===== src/rtl/stl_pkg.sv =====
package stl_pkg;

  localparam int MaxTokenLenDefault = 128;

  typedef struct packed {
    logic [7:0] ch;
    logic       end_of_text;
  } stl_in_t;

  typedef struct packed {
    logic        is_token;
    logic [5:0]  token_type;
    logic [15:0] line_number;
    logic [15:0] column;
    logic [7:0]  value_byte;
    logic [7:0]  value_length;
    logic        last;
  } stl_out_t;

  // lexer modes
  localparam logic [4:0] M_IDLE     = 5'd0;
  localparam logic [4:0] M_WORD     = 5'd1;
  localparam logic [4:0] M_INT      = 5'd2;
  localparam logic [4:0] M_FRAC     = 5'd3;
  localparam logic [4:0] M_STR      = 5'd4;
  localparam logic [4:0] M_STR_ESC  = 5'd5;
  localparam logic [4:0] M_CH_OPEN  = 5'd6;
  localparam logic [4:0] M_CH_ESC   = 5'd7;
  localparam logic [4:0] M_CH_CLOSE = 5'd8;
  localparam logic [4:0] M_EQ       = 5'd9;
  localparam logic [4:0] M_BANG     = 5'd10;
  localparam logic [4:0] M_LT       = 5'd11;
  localparam logic [4:0] M_GT       = 5'd12;
  localparam logic [4:0] M_AMP      = 5'd13;
  localparam logic [4:0] M_BAR      = 5'd14;
  localparam logic [4:0] M_SLASH    = 5'd15;
  localparam logic [4:0] M_COMMENT  = 5'd16;

  // token types
  localparam logic [5:0] T_EOF = 6'd0;
  localparam logic [5:0] T_NUMBER = 6'd1;
  localparam logic [5:0] T_ID = 6'd2;
  localparam logic [5:0] T_STRING = 6'd11;
  localparam logic [5:0] T_CHAR = 6'd12;
  localparam logic [5:0] T_ASSIGN = 6'd13;
  localparam logic [5:0] T_EQ = 6'd14;
  localparam logic [5:0] T_NE = 6'd15;
  localparam logic [5:0] T_GT = 6'd16;
  localparam logic [5:0] T_GE = 6'd17;
  localparam logic [5:0] T_LT = 6'd18;
  localparam logic [5:0] T_LE = 6'd19;
  localparam logic [5:0] T_AND = 6'd20;
  localparam logic [5:0] T_OR = 6'd21;
  localparam logic [5:0] T_COMMENT = 6'd22;
  localparam logic [5:0] T_DIV = 6'd23;
  localparam logic [5:0] T_LPAREN = 6'd24;
  localparam logic [5:0] T_ERR = 6'd35;

  localparam int NumKw = 10;

  // keyword byte at position pos, 0 past its end
  function automatic logic [7:0] kw_char(input int k, input logic [2:0] pos);
    logic [55:0] s;
    case (k)
      0: s = {"ah", 40'd0};
      1: s = {"beg", 32'd0};
      2: s = {"boo", 32'd0};
      3: s = {"if", 40'd0};
      4: s = {"else", 24'd0};
      5: s = {"while", 16'd0};
      6: s = {"return", 8'd0};
      7: s = {"int", 32'd0};
      8: s = {"char", 24'd0};
      default: s = {"void", 24'd0};
    endcase
    kw_char = s[55 - 8 * pos -: 8];
  endfunction

  function automatic logic [2:0] kw_len(input int k);
    case (k)
      0, 3: kw_len = 3'd2;
      1, 2, 7: kw_len = 3'd3;
      4, 8, 9: kw_len = 3'd4;
      5: kw_len = 3'd5;
      default: kw_len = 3'd6;
    endcase
  endfunction

  function automatic logic [5:0] kw_type(input int k);
    case (k)
      0: kw_type = 6'd4;
      1: kw_type = 6'd5;
      2: kw_type = 6'd6;
      3: kw_type = 6'd7;
      4: kw_type = 6'd8;
      5: kw_type = 6'd9;
      6: kw_type = 6'd10;
      default: kw_type = 6'd3;
    endcase
  endfunction

  typedef struct packed {
    logic        valid;
    logic        is_token;
    logic [5:0]  token_type;
    logic [15:0] column;
    logic [7:0]  value_byte;
    logic [7:0]  value_length;
  } stl_res_t;

endpackage


===== src/rtl/source_text_lexer_core.sv =====
// Streaming lexer for a small C-like language.
// Input channel (in_valid/in_ready/in_data): one source byte per word, or an
// end-of-text mark that flushes the pending token and emits EOF (error if open).
// Output channel (out_valid/out_ready/out_data): value bytes of a token, then
// its token record; the last result of each input word carries last.
// Each input byte is decoded against the lexer state and its up to two
// results are loaded into a three-entry output queue; the first result is
// valid in the cycle after acceptance. One byte per cycle is sustained while
// each byte yields at most one result and the receiver is ready; a byte with
// two results holds the input while the queue drains (one result per cycle).
// Reset (rst_n low, synchronous) returns to line 1, column 0, idle, and
// clears the halt. After an error token the block swallows all input with no
// result until reset. If the receiver stalls, the queue holds and in_ready
// drops once the queue cannot take the next word's results.
module source_text_lexer_core import stl_pkg::*; #(
  parameter int MAX_TOKEN_LEN = MaxTokenLenDefault
) (
  input  logic     clk,
  input  logic     rst_n,
  input  logic     in_valid,
  output logic     in_ready,
  input  stl_in_t  in_data,
  output logic     out_valid,
  input  logic     out_ready,
  output stl_out_t out_data
);
  localparam int LenW = $clog2(MAX_TOKEN_LEN + 1);

  logic [4:0]       mode_r, mode_nxt;
  logic [15:0]      line_r, line_nxt;
  logic [15:0]      col_r, col_nxt;
  logic [15:0]      tcol_r, tcol_nxt;
  logic [LenW-1:0]  len_r, len_nxt;
  logic [NumKw-1:0] cand_r, cand_nxt;
  logic [7:0]       chv_r, chv_nxt;
  logic             halt_r, halt_nxt;

  logic             can_load, acc;
  stl_res_t         res [3];
  logic [1:0]       nres;
  logic [NumKw-1:0] cand_f;
  logic [5:0]       wtype;
  logic [NumKw-1:0] kw_in;
  logic [LenW-1:0]  kw_len_in;
  logic [NumKw-1:0] start_f;
  logic [5:0]       start_wt;
  logic [7:0]       c;
  logic [7:0]       vl;

  // no word is taken while reset is held
  assign in_ready = can_load && rst_n;
  assign acc = in_valid && in_ready;
  assign c = in_data.ch;
  assign vl = (len_r > LenW'(255)) ? 8'd255 : 8'(len_r);

  // filter for a word in progress and for a fresh word
  assign kw_in = cand_r;
  assign kw_len_in = len_r;
  stl_kw_match #(.LenW(LenW)) u_kw (
    .cand(kw_in), .len(kw_len_in), .ch(c), .cand_filt(cand_f), .word_type(wtype)
  );
  stl_kw_match #(.LenW(LenW)) u_kw0 (
    .cand({NumKw{1'b1}}), .len('0), .ch(c), .cand_filt(start_f), .word_type(start_wt)
  );

  function automatic logic is_dig(input logic [7:0] x);
    is_dig = (x >= "0") && (x <= "9");
  endfunction
  function automatic logic is_alp(input logic [7:0] x);
    is_alp = ((x >= "a") && (x <= "z")) || ((x >= "A") && (x <= "Z")) || (x == "_");
  endfunction
  function automatic logic [7:0] unesc(input logic [7:0] x);
    unesc = (x == "n") ? 8'd10 : (x == "t") ? 8'd9 : x;
  endfunction

  always_comb begin
    logic again, nl, hlt;
    logic [15:0] tc;
    again = 1'b0;
    nl = 1'b0;
    hlt = 1'b0;
    tc = tcol_r;
    mode_nxt = mode_r;
    line_nxt = line_r;
    col_nxt = col_r;
    tcol_nxt = tcol_r;
    len_nxt = len_r;
    cand_nxt = cand_r;
    chv_nxt = chv_r;
    halt_nxt = halt_r;
    for (int i = 0; i < 3; i++) res[i] = '0;
    nres = 2'd0;

    if (in_data.end_of_text) begin
      case (mode_r)
        M_WORD: begin
          res[0] = '{1'b1, 1'b1, wtype, tcol_r, 8'd0, vl};
          nres = 2'd1;
        end
        M_INT, M_FRAC: begin
          res[0] = '{1'b1, 1'b1, T_NUMBER, tcol_r, 8'd0, vl};
          nres = 2'd1;
        end
        M_EQ: begin res[0] = '{1'b1, 1'b1, T_ASSIGN, tcol_r, 8'd0, 8'd0}; nres = 2'd1; end
        M_LT: begin res[0] = '{1'b1, 1'b1, T_LT, tcol_r, 8'd0, 8'd0}; nres = 2'd1; end
        M_GT: begin res[0] = '{1'b1, 1'b1, T_GT, tcol_r, 8'd0, 8'd0}; nres = 2'd1; end
        M_SLASH: begin res[0] = '{1'b1, 1'b1, T_DIV, tcol_r, 8'd0, 8'd0}; nres = 2'd1; end
        M_BANG, M_AMP, M_BAR, M_STR, M_STR_ESC, M_CH_OPEN, M_CH_ESC, M_CH_CLOSE: begin
          res[0] = '{1'b1, 1'b1, T_ERR, tcol_r, 8'd0, 8'd0};
          nres = 2'd1;
          hlt = 1'b1;
        end
        default: ;
      endcase
      if (!hlt) begin
        res[nres] = '{1'b1, 1'b1, T_EOF, col_r, 8'd0, 8'd0};
        mode_nxt = M_IDLE;
        line_nxt = 16'd1;
        col_nxt = '0;
        tcol_nxt = '0;
        len_nxt = '0;
        cand_nxt = '1;
        chv_nxt = '0;
      end else begin
        halt_nxt = 1'b1;
      end
    end else begin
      case (mode_r)
        M_IDLE: again = 1'b1;
        M_WORD: begin
          if (is_alp(c) || is_dig(c)) begin
            cand_nxt = cand_f;
            if (len_r >= LenW'(MAX_TOKEN_LEN)) begin
              res[0] = '{1'b1, 1'b1, T_ERR, tcol_r, 8'd0, 8'd0}; hlt = 1'b1;
            end else begin
              res[0] = '{1'b1, 1'b0, 6'd0, tcol_r, c, 8'd0}; len_nxt = len_r + 1'b1;
            end
            nres = 2'd1;
          end else begin
            res[0] = '{1'b1, 1'b1, wtype, tcol_r, 8'd0, vl};
            nres = 2'd1; mode_nxt = M_IDLE; again = 1'b1;
          end
        end
        M_INT, M_FRAC, M_STR, M_STR_ESC: begin
          logic addv, close;
          logic [7:0] b;
          addv = 1'b0; close = 1'b0; b = c;
          case (mode_r)
            M_INT: if (is_dig(c)) addv = 1'b1;
                   else if (c == ".") begin addv = 1'b1; mode_nxt = M_FRAC; end
                   else close = 1'b1;
            M_FRAC: if (is_dig(c)) addv = 1'b1; else close = 1'b1;
            M_STR: if (c == "\"") begin
                     res[0] = '{1'b1, 1'b1, T_STRING, tcol_r, 8'd0, vl};
                     nres = 2'd1; mode_nxt = M_IDLE;
                   end else if (c == "\\") mode_nxt = M_STR_ESC;
                   else addv = 1'b1;
            default: begin mode_nxt = M_STR; addv = 1'b1; b = unesc(c); end
          endcase
          if (close) begin
            res[0] = '{1'b1, 1'b1, T_NUMBER, tcol_r, 8'd0, vl};
            nres = 2'd1; mode_nxt = M_IDLE; again = 1'b1;
          end
          if (addv) begin
            if (len_r >= LenW'(MAX_TOKEN_LEN)) begin
              res[0] = '{1'b1, 1'b1, T_ERR, tcol_r, 8'd0, 8'd0}; hlt = 1'b1;
            end else begin
              res[0] = '{1'b1, 1'b0, 6'd0, tcol_r, b, 8'd0}; len_nxt = len_r + 1'b1;
            end
            nres = 2'd1;
          end
        end
        M_CH_OPEN: begin
          if (c == "\\") mode_nxt = M_CH_ESC;
          else begin chv_nxt = c; mode_nxt = M_CH_CLOSE; end
        end
        M_CH_ESC: begin chv_nxt = unesc(c); mode_nxt = M_CH_CLOSE; end
        M_CH_CLOSE: begin
          if (c == "'") begin
            res[0] = '{1'b1, 1'b0, 6'd0, tcol_r, chv_r, 8'd0};
            res[1] = '{1'b1, 1'b1, T_CHAR, tcol_r, 8'd0, 8'd1};
            nres = 2'd2; mode_nxt = M_IDLE;
          end else begin
            res[0] = '{1'b1, 1'b1, T_ERR, tcol_r, 8'd0, 8'd0}; nres = 2'd1; hlt = 1'b1;
          end
        end
        M_EQ, M_LT, M_GT: begin
          logic [5:0] t1, t2;
          t1 = (mode_r == M_EQ) ? T_ASSIGN : (mode_r == M_LT) ? T_LT : T_GT;
          t2 = (mode_r == M_EQ) ? T_EQ : (mode_r == M_LT) ? T_LE : T_GE;
          nres = 2'd1; mode_nxt = M_IDLE;
          if (c == "=") res[0] = '{1'b1, 1'b1, t2, tcol_r, 8'd0, 8'd0};
          else begin res[0] = '{1'b1, 1'b1, t1, tcol_r, 8'd0, 8'd0}; again = 1'b1; end
        end
        M_BANG, M_AMP, M_BAR: begin
          logic [7:0] p;
          logic [5:0] t;
          p = (mode_r == M_BANG) ? "=" : (mode_r == M_AMP) ? "&" : "|";
          t = (mode_r == M_BANG) ? T_NE : (mode_r == M_AMP) ? T_AND : T_OR;
          nres = 2'd1;
          if (c == p) begin res[0] = '{1'b1, 1'b1, t, tcol_r, 8'd0, 8'd0}; mode_nxt = M_IDLE; end
          else begin res[0] = '{1'b1, 1'b1, T_ERR, tcol_r, 8'd0, 8'd0}; hlt = 1'b1; end
        end
        M_SLASH: begin
          nres = 2'd1;
          if (c == "/") begin
            res[0] = '{1'b1, 1'b1, T_COMMENT, tcol_r, 8'd0, 8'd0}; mode_nxt = M_COMMENT;
          end else begin
            res[0] = '{1'b1, 1'b1, T_DIV, tcol_r, 8'd0, 8'd0}; mode_nxt = M_IDLE; again = 1'b1;
          end
        end
        M_COMMENT: if (c == 8'd10) begin mode_nxt = M_IDLE; again = 1'b1; end
        default: begin mode_nxt = M_IDLE; again = 1'b1; end
      endcase

      // start a new token with this byte
      if (again && !hlt) begin
        tc = col_r;
        tcol_nxt = col_r;
        len_nxt = '0;
        if (c == 8'd10) nl = 1'b1;
        else if (c == " " || c == 8'd9) ;
        else if (is_dig(c) || is_alp(c)) begin
          mode_nxt = is_dig(c) ? M_INT : M_WORD;
          if (!is_dig(c)) cand_nxt = start_f;
          res[nres] = '{1'b1, 1'b0, 6'd0, tc, c, 8'd0};
          len_nxt = LenW'(1);
          nres = nres + 2'd1;
        end else begin
          case (c)
            "=": mode_nxt = M_EQ;
            "!": mode_nxt = M_BANG;
            "<": mode_nxt = M_LT;
            ">": mode_nxt = M_GT;
            "&": mode_nxt = M_AMP;
            "|": mode_nxt = M_BAR;
            "/": mode_nxt = M_SLASH;
            "\"": mode_nxt = M_STR;
            "'": mode_nxt = M_CH_OPEN;
            "(", ")", "{", "}", "[", "]", "+", "-", "*", ";", ",": begin
              logic [5:0] t;
              case (c)
                "(": t = T_LPAREN;
                ")": t = T_LPAREN + 6'd1;
                "{": t = T_LPAREN + 6'd2;
                "}": t = T_LPAREN + 6'd3;
                "[": t = T_LPAREN + 6'd4;
                "]": t = T_LPAREN + 6'd5;
                "+": t = T_LPAREN + 6'd6;
                "-": t = T_LPAREN + 6'd7;
                "*": t = T_LPAREN + 6'd8;
                ";": t = T_LPAREN + 6'd9;
                default: t = T_LPAREN + 6'd10;
              endcase
              res[nres] = '{1'b1, 1'b1, t, tc, 8'd0, 8'd0};
              nres = nres + 2'd1;
            end
            default: begin
              res[nres] = '{1'b1, 1'b1, T_ERR, tc, 8'd0, 8'd0};
              nres = nres + 2'd1;
              hlt = 1'b1;
            end
          endcase
        end
      end
      halt_nxt = hlt;
      if (nl) begin
        if (line_r != 16'hFFFF) line_nxt = line_r + 16'd1;
        col_nxt = '0;
      end else if (col_r != 16'hFFFF) begin
        col_nxt = col_r + 16'd1;
      end
    end
  end

  // queue with room for the results of one word
  stl_out_queue u_q (
    .clk(clk), .rst_n(rst_n), .load(acc && !halt_r),
    .r0(res[0]), .r1(res[1]), .r2(res[2]), .line0(line_r),
    .can_load(can_load), .out_valid(out_valid), .out_ready(out_ready),
    .out_data(out_data)
  );

  always_ff @(posedge clk) begin
    if (!rst_n) begin
      mode_r <= M_IDLE;
      line_r <= 16'd1;
      col_r <= '0;
      tcol_r <= '0;
      len_r <= '0;
      cand_r <= '1;
      chv_r <= '0;
      halt_r <= 1'b0;
    end else if (acc && !halt_r) begin
      mode_r <= mode_nxt;
      line_r <= line_nxt;
      col_r <= col_nxt;
      tcol_r <= tcol_nxt;
      len_r <= len_nxt;
      cand_r <= cand_nxt;
      chv_r <= chv_nxt;
      halt_r <= halt_nxt;
    end
  end
endmodule


===== src/rtl/stl_kw_match.sv =====
// Keyword candidate filter and word type lookup
module stl_kw_match import stl_pkg::*; #(
  parameter int LenW = 8
) (
  input  logic [NumKw-1:0] cand,
  input  logic [LenW-1:0]  len,
  input  logic [7:0]       ch,
  output logic [NumKw-1:0] cand_filt,
  output logic [5:0]       word_type
);
  always_comb begin
    // drop candidates whose next byte differs
    for (int k = 0; k < NumKw; k++) begin
      cand_filt[k] = cand[k] && (len < LenW'(kw_len(k))) &&
                     (kw_char(k, len[2:0]) == ch);
    end
    word_type = T_ID;
    for (int k = NumKw - 1; k >= 0; k--) begin
      if (cand[k] && (LenW'(kw_len(k)) == len)) word_type = kw_type(k);
    end
  end
endmodule


===== src/rtl/stl_out_queue.sv =====
// Up to three results of a word; pops one per cycle while out_ready
module stl_out_queue import stl_pkg::*; (
  input  logic        clk,
  input  logic        rst_n,
  input  logic        load,
  input  stl_res_t    r0,
  input  stl_res_t    r1,
  input  stl_res_t    r2,
  input  logic [15:0] line0,
  output logic        can_load,
  output logic        out_valid,
  input  logic        out_ready,
  output stl_out_t    out_data
);
  stl_res_t    q_r [3];
  stl_res_t    q_nxt [3];
  logic [15:0] line_r;
  logic [1:0]  cnt_r, cnt_nxt;
  logic        pop;

  assign out_valid = (cnt_r != 2'd0);
  assign pop = out_valid && out_ready;
  // refill when empty or when the last entry pops this cycle
  assign can_load = (cnt_r == 2'd0) || (pop && cnt_r == 2'd1);

  always_comb begin
    q_nxt = q_r;
    cnt_nxt = cnt_r;
    if (pop) begin
      q_nxt[0] = q_r[1];
      q_nxt[1] = q_r[2];
      cnt_nxt = cnt_r - 2'd1;
    end
    if (load && can_load) begin
      q_nxt[0] = r0;
      q_nxt[1] = r1;
      q_nxt[2] = r2;
      cnt_nxt = 2'(r0.valid) + 2'(r1.valid) + 2'(r2.valid);
    end
  end

  always_ff @(posedge clk) begin
    if (!rst_n) begin
      cnt_r <= 2'd0;
    end else begin
      cnt_r <= cnt_nxt;
    end
    q_r <= q_nxt;
    if (load && can_load) line_r <= line0;
  end

  always_comb begin
    out_data.is_token = q_r[0].is_token;
    out_data.token_type = q_r[0].token_type;
    out_data.line_number = line_r;
    out_data.column = q_r[0].column;
    out_data.value_byte = q_r[0].value_byte;
    out_data.value_length = q_r[0].value_length;
    out_data.last = (cnt_r == 2'd1);
  end
endmodule

===== config.mk =====
export PLATFORM = sky130hd
export DESIGN_NAME = source_text_lexer_core
export DESIGN_NICKNAME = d
export VERILOG_FILES = /design/src/rtl/stl_pkg.sv /design/src/rtl/source_text_lexer_core.sv /design/src/rtl/stl_kw_match.sv /design/src/rtl/stl_out_queue.sv
export SDC_FILE = /design/constraint.sdc
export NUM_CORES = 1
export LEC_CHECK = 0
export ABC_AREA = 1
export BUFFER_PORTS_ARGS = -buffer_cell sky130_fd_sc_hd__buf_2
export CAP_MARGIN = 15
export CORE_MARGIN = 5
export CORE_UTILIZATION = 55
export CTS_CLUSTER_DIAMETER = 60
export DETAILED_ROUTE_END_ITERATION = 8
export PLACE_DENSITY = 0.76
export SETUP_SLACK_MARGIN = 0.05
export SLEW_MARGIN = 0
export SYNTH_ARGS = -nofsm -noshare
export SYNTH_HDL_FRONTEND = slang
export SYNTH_HIERARCHICAL = 1
export SYNTH_SLANG_ARGS = --single-unit

===== constraint.sdc =====
create_clock -name clk -period 7.05 [get_ports clk]
set_clock_uncertainty 0.2 [all_clocks]
set_input_delay 0 -clock clk [delete_from_list [all_inputs] [get_ports clk]]
set_output_delay 0 -clock clk [all_outputs]
set_load 0.005 [all_outputs]

-- Word-level counts from Yosys, hierarchy flattened
Cells that the tools add are included.
W data, S select, Z words.
- order comparisons: 17
- equality and inequality tests: 76
- reductions and logical operators: 78
- shift operators: 10
- bitwise gates (word level): 2
- mux-type cells: 167
- add/subtract/negate cells: 7
- operator list (kind ; number):
    $mux W120 ; 6
    $shiftx A63 B33 Y8 const A ; 10
    $bwmux W120 ; 4
    $mux W40 ; 12
    $pmux W40 S7 ; 1
    $pmux W120 S2 ; 1
    $pmux W40 S6 ; 1
    $demux W40 S2 ; 2
    $mux W16 ; 10
    $eq A8 B6 Y1 const B ; 17
    $mux W119 ; 1
    $mux W39 ; 3
    $mux W8 ; 12
    $mux W5 ; 19
    $mux W10 ; 9
    $pmux W5 S9 ; 2
    $eq A8 B8 Y1 ; 10
    $mux W79 ; 1
    $eq A8 B7 Y1 const B ; 9
    $eq A7 B8 Y1 const A ; 8
    $pmux W6 S10 ; 1
    $mux W1 ; 45
    $logic_and A1 B1 Y1 ; 42
    $eq A5 B4 Y1 const B ; 8
    other kinds (65) ; 123
- input bits: 13
- register bits: 216
- output and inout port bits: 58
- word-level logic and storage cells: 383

-- Longest topological paths before layout
- depth after elaboration: 25
- gate-level depth with buffers: 22
- mapped depth without buffers: 20

-- Cells and area by module
Netlist, hierarchy kept.
- modules (own cells, without submodules) (module ; cells an instance ; sequential area each (sq um) ; area an instance (sq um) ; times used):
    source_text_lexer_core ; 1361 ; 1601.5 ; 7653.6 ; 1
    stl_out_queue ; 449 ; 4033.9 ; 5459.0 ; 1
    stl_kw_match (u_kw0) ; 243 ; 0.0 ; 1243.7 ; 1
    stl_kw_match (u_kw) ; 245 ; 0.0 ; 1166.1 ; 1

-- Worst setup path after synthesis
OpenSTA, ideal clock, no wires.
- path kind: register -> register
- start: register u_q.cnt_r[0]
- end: register u_q.q_r (netlist bit u_q/out_data[10]) (enable)
- setup time: 0.442 ns
- stages on the path, launching flop included: 10
- clock period less this slack: 3.637 ns
- buffers on the path: 0
- arrival time: 2.996 ns
- path slack: 3.413 ns
- required time: 6.408 ns
- cell sequence: dfxtp_1 ha_1 nand2_1 nand2_4 nand2_1 inv_1 nand3_1 inv_1 nand2_1 nand2_1
- RTL lines (element ; line ; source):
    from (decl) ; stl_out_queue.sv:18 ; logic [1:0] cnt_r, cnt_nxt;
    from (signal assigned) ; stl_out_queue.sv:46 ; cnt_r <= cnt_nxt;
    to (signal assigned) ; stl_out_queue.sv:48 ; q_r <= q_nxt;
    to (decl) ; stl_out_queue.sv:15 ; stl_res_t q_r [3];

==> run metrics <==
CTS tree=done; Port Buf Inserts=70; register area=5635 um2; Data arrival, critical path=4.80 ns; Core Region=27630 um2; Worst VDD drop=0.1907 mV; clk sink count=215; Max-slew headroom=22.61%; GRT Util Overall=27.90%; FILL cells=2639; Leak=7.254 nW; Crit path largest cell delay=0.80 ns; Max-Cap Viols=0; P&R area growth vs syn=8.735%; row count=61; die area=31330 um2; RSZ-0062 raised after global routing=false; critical path depth=14; power density over the cells=270.5 nW/um2; Crit-path slowest cell=nor2_1; first-pass GRT wire length=71.99 mm; CTS H-tree lvls=1; Crit path required time=7.26 ns; First-pass DRT Iterations=5; Highest Clock Rate=217.7 MHz; Least-Margin Pin Slew=1.161 ns; root buf cell=clkbuf_16; final core occ=60.37%; Detail Placement HPWL=31.57 mm; Ys Warns=6; final-report hold violation count=0; fin crit period=4.593 ns; footprint of the multi-input gates=8397 um2; final std cells w/o fill=2711; R2R cell count=14; initial antenna violation count=0; Post-Synthesis Cell Area=15340 um2; postcts setup bufs=0; DRT antenna net count=0; Reg clk slew, reported paths=0.06 ns; Final Setup Violations=0; CP Buf/Inv Count=1; placed cells=2651; CP endpoint kind=register; placed inst area=15700 um2; HP Class=in2reg; Final Max Tran Viols=0; Critical Path, Cell by Cell=nor2_2 -> nand3_1 -> nand3_1 -> nor2_1 -> nand2_1 -> nand2_1 -> nor2_1 -> inv_1 -> nand2_1 -> fa_1 -> nand3_1 -> nand2_1 -> nor2_1 -> nor2_1; CTS Buf Count=27; CTS max path bufs=3; cell area after layout=16680 um2; startpoint types=register; Worst-Skew Late Latency=0.54 ns; initial drt markers=1290; largest fanout on the critical path=33; Avg Inst Size Synth=6.784 um2; routability cong.=1.000; Vias/cell=5.567; Die W=177.0 um; Crit Path Category=reg2reg; drt drc=0; most frequent cells in the layout=nand2_1, nand3_1, nor2_1; synthesized instance count=2261; setup TNS=0 ns; hold depth=5; Final WS setup=2.457 ns; share of cells above drive strength 1=8.830%; Die Ht=177.0 um; nets=2340; Top Ports=71; initial core utilization=55.52%; wire per inst=16.45 um; final critical-path share of the clock period=65.15%; largest net degree at the start of global routing=83; number of antenna diodes=0; vias in the first global route=14250; via count=15090; commonest non-fill, non-tap cell in the layout=nand2_1; CP delay by family, top=simple AND/OR/NAND/NOR gates; Post-Route WL=44.61 mm; status=complete, no violations; pre-CTS WS=2.646 ns; total congestion overflow=0
-- path summary, 6_finish.rpt --
check / from / endpoint / slack (ns)
worst min register to register: chv_r[7]$_SDFFE_PN0P_ / chv_r[7]$_SDFFE_PN0P_ / 0.26
worst min-delay path: in_data[1] / chv_r[0]$_SDFFE_PN0P_ / 0.07
worst max register to register: mode_r[2]$_SDFFE_PN0P_ / u_q/cnt_r[0]$_SDFFE_PN0P_ / 2.46
worst max-delay path: mode_r[2]$_SDFFE_PN0P_ / u_q/cnt_r[0]$_SDFFE_PN0P_ / 2.46
-- report_power, final --
part | total, mW | leakage [nW] | switching (mW) | internal [mW]
sequential | 1.88 | 1.91 | 0.106 | 1.77
combinational | 1.28 | 4.91 | 0.915 | 0.369
clock | 1.35 | 0.432 | 0.548 | 0.802
total | 4.51 | 7.25 | 1.57 | 2.94
-- worst register-to-register path, cell delays in order (launching register included) --
cell and delay [ns]:
dfxtp_1 0.36, nor2_2 0.26, nand3_1 0.32, nand3_1 0.27, nor2_1 0.10, nand2_1 0.78
nand2_1 0.19, nor2_1 0.80, inv_1 0.28, nand2_1 0.17, fa_1 0.42, nand3_1 0.09
nand2_1 0.06, nor2_1 0.13, nor2_1 0.06
-- what timing repair did --
| action | in CTS | in global routing |
|---|---|---|
| endpoints found under the hold margin | 39 | 0 |
| gates resized for setup | 0 | 0 |
| hold buffers | 10 | 0 |
-- metrics by stage --
| stage | power (mW) | hold WS (ns) |
|---|---|---|
| finish | 4.512 | 0.07486 |
| global route | 4.768 | 0.1056 |
| CTS | 4.530 | 0.05187 |
| detailed placement | 3.169 | 0.1922 |
| global placement | 3.136 | 0.1927 |
| floorplan | 2.926 | -0.1203 |
-- state kept, by name (all words and copies together), names as in the netlist --
name	cells
chv_r	8
u_q/cnt_r	2
tcol_r	16
u_q/line_r	16
halt_r	1
kw_len_in	8
mode_r	5
cand_r	10
col_r	16
line_r	16
u_q/q_r	78
u_q/out_data	39
-- routing by layer --
metal  vias to the layer above  part of all wire (%)  track usage (%)
li1                       7398                     -                -
met1                      6990                    42            35.63
met2                       574                    47            47.77
met3                       129                   6.5            3.632
met4                         0                   4.3            11.83
met5                         -                     0                0
-- final cells by class --
cell class	count	share of cell area (%)
Clock inverter	13	0.7276
Sequential cell	215	33.79
Clock buffer	37	4.576
Tap cell	378	2.836
Multi-Input combinational cell	1774	50.34
Timing Repair Buffer	85	2.926
Inverter	209	4.808
(Power assumes the default switching activity.)
